$ cat src/rtl/gwm_pkg.sv
// Package for the glob wildcard matcher: pattern limits, wildcard codes,
// configuration register indexes, the config bundle and case folding.
// No dependencies.
package gwm_pkg;

  localparam int MAX_PATTERN_CHARS = 16;
  localparam int LEN_W             = 5;
  localparam int CFG_INDEX_W       = 8;
  localparam int CFG_DATA_W        = 64;

  localparam logic [7:0] WILD_ONE = 8'h3F;  // '?'
  localparam logic [7:0] WILD_ANY = 8'h2A;  // '*'

  typedef enum logic [CFG_INDEX_W-1:0] {
    CFG_PAT_LOW   = 8'd0,
    CFG_PAT_HIGH  = 8'd1,
    CFG_PAT_LEN   = 8'd2,
    CFG_CASE_SENS = 8'd3
  } cfg_index_t;

  typedef struct packed {
    logic [MAX_PATTERN_CHARS-1:0][7:0] pat_bytes;
    logic [LEN_W-1:0]                  pat_len;
    logic                              case_sens;
  } pat_cfg_t;

  // ASCII upper case to lower case when not case sensitive
  function automatic logic [7:0] fold_char(input logic [7:0] c, input logic case_sens);
    logic [7:0] r;
    r = c;
    if (!case_sens && c >= 8'h41 && c <= 8'h5A) r = c | 8'h20;
    return r;
  endfunction

endpackage

$ cat src/rtl/gwm_nfa_step.sv
// One character step of the glob position set: star closure of the stored set,
// transition and closure again when a byte is present, and the match bit.
// Depends on gwm_pkg.
module gwm_nfa_step #(
  parameter int PATTERN_CHARS = gwm_pkg::MAX_PATTERN_CHARS
) (
  input  gwm_pkg::pat_cfg_t          cfg,
  input  logic [PATTERN_CHARS:0]     set_in,
  input  logic [7:0]                 text_char,
  input  logic                       has_char,
  output logic [PATTERN_CHARS:0]     set_out,
  output logic                       matched
);
  import gwm_pkg::*;

  localparam int SW = PATTERN_CHARS + 1;

  logic [LEN_W-1:0] eff_len;
  logic [SW-1:0]    len_mask;
  logic [SW-1:0]    star_en;
  logic [SW-1:0]    hit_en;
  logic [SW-1:0]    cur;
  logic [SW-1:0]    trans;
  logic [7:0]       text_fold;

  // mask above the length, then each live star also enables its successor
  function automatic logic [SW-1:0] close_set(input logic [SW-1:0] s,
                                               input logic [SW-1:0] mask,
                                               input logic [SW-1:0] star);
    logic [SW-1:0] r;
    r = s & mask;
    for (int i = 0; i < PATTERN_CHARS; i++) begin
      r[i+1] = r[i+1] | (r[i] & star[i]);
    end
    return r;
  endfunction

  always_comb begin
    if (cfg.pat_len > LEN_W'(PATTERN_CHARS)) eff_len = LEN_W'(PATTERN_CHARS);
    else eff_len = cfg.pat_len;
    text_fold = fold_char(text_char, cfg.case_sens);
    len_mask = '0;
    star_en  = '0;
    hit_en   = '0;
    for (int i = 0; i < SW; i++) begin
      len_mask[i] = (LEN_W'(i) <= eff_len);
    end
    for (int i = 0; i < PATTERN_CHARS; i++) begin
      if (LEN_W'(i) < eff_len) begin
        star_en[i] = (cfg.pat_bytes[i] == WILD_ANY);
        hit_en[i]  = (cfg.pat_bytes[i] == WILD_ONE) ||
                     (fold_char(cfg.pat_bytes[i], cfg.case_sens) == text_fold);
      end
    end

    cur   = close_set(set_in, len_mask, star_en);
    trans = '0;
    for (int i = 0; i < PATTERN_CHARS; i++) begin
      if (cur[i]) begin
        if (star_en[i]) trans[i] = 1'b1;
        else if (hit_en[i]) trans[i+1] = 1'b1;
      end
    end

    if (has_char) set_out = close_set(trans, len_mask, star_en);
    else set_out = cur;

    matched = 1'b0;
    for (int i = 0; i < SW; i++) begin
      if (LEN_W'(i) == eff_len) matched = set_out[i];
    end
  end

endmodule

$ cat src/rtl/glob_wildcard_matcher_unit.sv
// Glob wildcard matcher, top level: config registers, input register,
// position-set register and result register. Depends on gwm_pkg, gwm_nfa_step.
//
// Streams the bytes of a name, one per transfer, and on the transfer marked
// tlast returns one result byte whose bit 0 says whether the whole name matches
// the configured glob pattern ('?' any byte, '*' any run, optional ASCII case
// folding). A transfer with tuser bit 0 low carries no byte. One transfer is
// taken every cycle unless a last transfer would overwrite a result still
// waiting; each result passes through the input register and the result register.
// Configuration writes are taken at any time but must only be issued while
// no name is in flight.
module glob_wildcard_matcher_unit #(
  parameter int PATTERN_CHARS = gwm_pkg::MAX_PATTERN_CHARS
) (
  input  logic                           clk,
  input  logic                           rst,
  input  logic                           cfg_valid,
  output logic                           cfg_ready,
  input  logic [gwm_pkg::CFG_INDEX_W-1:0] cfg_index,
  input  logic [gwm_pkg::CFG_DATA_W-1:0]  cfg_data,
  input  logic                           s_tvalid,
  output logic                           s_tready,
  input  logic [7:0]                     s_tdata,   // [7:0] text_char
  input  logic                           s_tuser,   // [0] has_char
  input  logic                           s_tlast,   // last_char
  output logic                           m_tvalid,
  input  logic                           m_tready,
  output logic [7:0]                     m_tdata    // [0] matched, [7:1] zero
);
  import gwm_pkg::*;

  localparam int SW = PATTERN_CHARS + 1;

  pat_cfg_t      cfg;
  logic          in_valid;
  logic [7:0]    in_char;
  logic          in_has;
  logic          in_last;
  logic [SW-1:0] act;
  logic [SW-1:0] set_next;
  logic          match_next;
  logic          matched;
  logic          fire;

  assign cfg_ready = 1'b1;

  always_ff @(posedge clk) begin
    if (rst) begin
      cfg.pat_bytes <= '0;
      cfg.pat_len   <= '0;
      cfg.case_sens <= 1'b1;
    end else if (cfg_valid) begin
      case (cfg_index)
        CFG_PAT_LOW:   cfg.pat_bytes[7:0]  <= cfg_data;
        CFG_PAT_HIGH:  cfg.pat_bytes[15:8] <= cfg_data;
        CFG_PAT_LEN:   cfg.pat_len         <= cfg_data[LEN_W-1:0];
        CFG_CASE_SENS: cfg.case_sens       <= cfg_data[0];
        default: ;
      endcase
    end
  end

  // the stage moves on unless a result would overwrite one still waiting
  assign fire     = in_valid && (!in_last || !m_tvalid || m_tready);
  assign s_tready = !in_valid || fire;

  always_ff @(posedge clk) begin
    if (rst) begin
      in_valid <= 1'b0;
    end else if (s_tready) begin
      in_valid <= s_tvalid;
    end
  end

  always_ff @(posedge clk) begin
    if (s_tready && s_tvalid) begin
      in_char <= s_tdata;
      in_has  <= s_tuser;
      in_last <= s_tlast;
    end
  end

  gwm_nfa_step #(
    .PATTERN_CHARS(PATTERN_CHARS)
  ) u_step (
    .cfg       (cfg),
    .set_in    (act),
    .text_char (in_char),
    .has_char  (in_has),
    .set_out   (set_next),
    .matched   (match_next)
  );

  always_ff @(posedge clk) begin
    if (rst) begin
      act <= SW'(1);
    end else if (fire) begin
      act <= in_last ? SW'(1) : set_next;
    end
  end

  always_ff @(posedge clk) begin
    if (rst) begin
      m_tvalid <= 1'b0;
    end else if (fire && in_last) begin
      m_tvalid <= 1'b1;
    end else if (m_tready) begin
      m_tvalid <= 1'b0;
    end
  end

  always_ff @(posedge clk) begin
    if (fire && in_last) matched <= match_next;
  end

  assign m_tdata = {7'b0, matched};

endmodule

$ cat config.mk
export PLATFORM = sky130hd
export DESIGN_NAME = glob_wildcard_matcher_unit
export DESIGN_NICKNAME = d
export VERILOG_FILES = /design/src/rtl/gwm_pkg.sv /design/src/rtl/gwm_nfa_step.sv /design/src/rtl/glob_wildcard_matcher_unit.sv
export SDC_FILE = /design/constraint.sdc
export NUM_CORES = 1
export LEC_CHECK = 0
export BUFFER_PORTS_ARGS = -buffer_cell sky130_fd_sc_hd__buf_2
export CAP_MARGIN = 20
export CORE_MARGIN = 4
export CORE_UTILIZATION = 64
export DETAILED_ROUTE_END_ITERATION = 12
export PLACE_DENSITY = 0.85
export RECOVER_POWER = 100
export SYNTH_ARGS = -nofsm -noshare
export SYNTH_HDL_FRONTEND = slang
export SYNTH_HIERARCHICAL = 1
export SYNTH_SLANG_ARGS = --single-unit
export TNS_END_PERCENT = 50
$ cat constraint.sdc
create_clock -name clk -period 5.51 [get_ports clk]
set_input_delay 0 -clock clk [delete_from_list [all_inputs] [get_ports clk]]
set_output_delay 0 -clock clk [all_outputs]
set_load 0.01 [all_outputs]
==> flow_summary.ini <==
[synthesis]
synthSimpleGateAreaFrac = 0.283
synth_compound_area_frac = 0.146
muxShareOfSynthArea = 0.121
yosysUniqueCellTypes = 83
yosysWarnings = 6
synth_most_common_cell = nand2b_1
synthArstFlopShare = 0
ys_top_cells_by_count = 203 x nand2b_1, 153 x dfxtp_1, 137 x mux2i_1
synth_xor_area_frac = 0.0967
synthFlopType = dfxtp_1
synth_seq_cells = 164
yosysTopAreaCell = dfxtp_1
synth-edff-count = 11
synth_top_family_by_area = simple AND/OR/NAND/NOR gates
synth_top_cell_area_share = 0.271
synth.avg_cell_area_um2 = 8.51
syn_area_mm2 = 0.0113
syn_inst = 1331
synth_seq_area_share = 0.300
ys_top_cells_by_area = dfxtp_1 27%, mux2i_1 12%, nand2b_1 11%, xor2_1 5.3%, xnor2_1 4.3%
synth_fa_ha_area_frac = 0

[drt]
dr.pass1.iters = 9
viasPerCell = 6.50
route.vias.total = 11000
post_drt_wl_per_cell_um = 21.5
final_antenna_net_count = 0
drt_iter0_drc = 1423
drc = 0
wl_um = 36500

[layout]
seqCellArea_mm2 = 0.00339
nFillCells = 1118
final_cell_area_mm2 = 0.0131
multi_input_area_mm2 = 0.00733
antennaDiodeCount = 0
area_growth_pct = 15.6
post-route-util = 0.757
drive_above_1_share = 0.108
nets = 1548

[sta]
finalCritPeriodShare = 0.892
fmax_mhz = 204
setup_viol = 0
tightest_slew_ns = 3.41
hold_viol_final = 0
skew_ns = 0.0127
drv_slew = 112
setup_tns_ns = 0
max-slew-margin-rel = -1.28
rsz0062_at_grt = false
min_period_ns = 4.91

[power]
power_density_mw_per_mm2 = 209
report.power.total_uw = 2740
power.leakage_uw = 0.00512
peakVddDrop_v = 0.000215

[clocking]
post_cts_buffers = 0
cts_buffer_depth = 2
clk_latency_ns = 0.44
cts_resized = 0
cts_buffers = 17
clock-root-buffer = clkbuf_16
htree_levels = 4
ctsHoldBuffers = 82
path_clk_slew_ns = 0.08
cts.sinks = 164
cts_tree = done

[placed_design]
dp_hpwl_um = 22400
post_dp_cell_area_mm2 = 0.0117
place_congestion = 0.968
port_buffers = 89

[worst_setup_path]
start_kind = register
timing.rr.start = in_char[1]
cp.arrival_ns = 5.10
path_class = reg2reg
required_ns = 5.69
crit_start = in_char[1]
cp-endpoint = matched
cp-end-kind = register
rr_worst_depth = 15
worstReg2RegEnd = matched
ff2ff_setup_slack_ns = 0.60
cp_max_fo = 17

[grt]
grt_remaining_overflow = 0
grtUsageTotal = 0.367
grt_pass1_vias = 10900
antenna_found_initial = 0
grt_pass1_wl_um = 58700
grt_max_degree = 142

[floorplanning]
die_w_um = 141
num_io_pins = 98
fp-row-count = 48
core_mm2 = 0.0173
start_util = 0.655
dieArea_mm2 = 0.0199
die_y_um = 141

[flow_run]
cap_violations = 3

[hold_path]
min_path_type = in2reg
hold_path_depth = 3

[status]
run_status = finished with violations
violations = capacitance limit, slew limit
registers in the layout (all words and copies together) (netlist names):
signal    cells
act          17
in_last       1
matched       1
in_char       8
in_has        1
cfg         134
m_tvalid      1
in_valid      1
power breakdown:
| group | internal [uW] | leakage (uW) | switching (uW) |
|---|---|---|---|
| sequential | 1210 | 0.00134 | 8.33 |
| combinational | 136 | 0.00349 | 143 |
| clock | 683 | 0.000288 | 563 |
| total | 2030 | 0.00512 | 715 |
cell families after synthesis:
kind of cell              after synthesis
muxes                                 137
buffers and inverters                 103
xor gates and xnor gates              125
AOI/OAI and AO/OA                     244
and+or+nand+nor                       556
DFF                                   164
other                                   2
worst min-delay path by stage:
stage                  from          to
2_1_floorplan    s_tdata[0]  in_char[0]
3_3_place_gp        s_tuser      in_has
3_5_place_dp     s_tdata[7]  in_char[7]
4_1_cts        cfg_index[3]     cfg[28]
5_1_grt                 rst     cfg[63]
6_report                rst     cfg[62]
cell type report:
cell class / instances / area share
multi-input cells: 1070 / 0.560
repair buffers: 192 / 0.109
inverters: 16 / 0.00459
clock buffers: 18 / 0.0328
clock inverters: 14 / 0.0125
well taps: 225 / 0.0215
flip-flops and latches: 164 / 0.259
per-layer routing:
| metal | GRT usage | part of all wire |
|---|---|---|
| met3 | 0.0723 | 0.11 |
| met5 | 0 | 0 |
| met2 | 0.592 | 0.46 |
| met1 | 0.483 | 0.39 |
| met4 | 0.149 | 0.043 |
critical path: stages, from the launching register on:
cell and delay, ns:
edfxtp_1 0.40, buf_4 0.36, a21oi_1 0.16, a2bb2oi_1 0.17, a21oi_1 0.77, buf_4 0.40
xnor2_1 0.15, a21oi_1 0.17, nor2_1 0.06, nor4_1 0.38, a211oi_1 0.18, o31ai_1 0.26
a31oi_1 0.11, or4_1 0.52, o31a_1 0.29, a211o_1 0.26
placed cells by master (no fill, tap or decap), drive strengths merged, types with 11 or more instances in the layout:
master	instances
a21o	13
a21oi	71
a31oi	14
and3	14
buf	104
clkbuf	24
dfxtp	153
dlygate4sd3	82
edfxtp	11
inv	24
mux2i	137
nand2	75
nand2b	203
nand3	24
nand4	28
nor2	67
nor3	36
nor3b	12
nor4	24
o21ai	44
or3	13
xnor2	56
xor2	69
per-stage QoR:
step,hold WS (ns),setup WS (ns),std cells
detailed placement,0.179,1.11,1584
global placement,0.176,1.14,1584
global route,0.0331,0.283,1699
CTS,0.226,1.05,1698
finish,0.0112,0.597,1699
floorplan,0.0989,1.87,1337
Power figures use the tool's default switching activity.
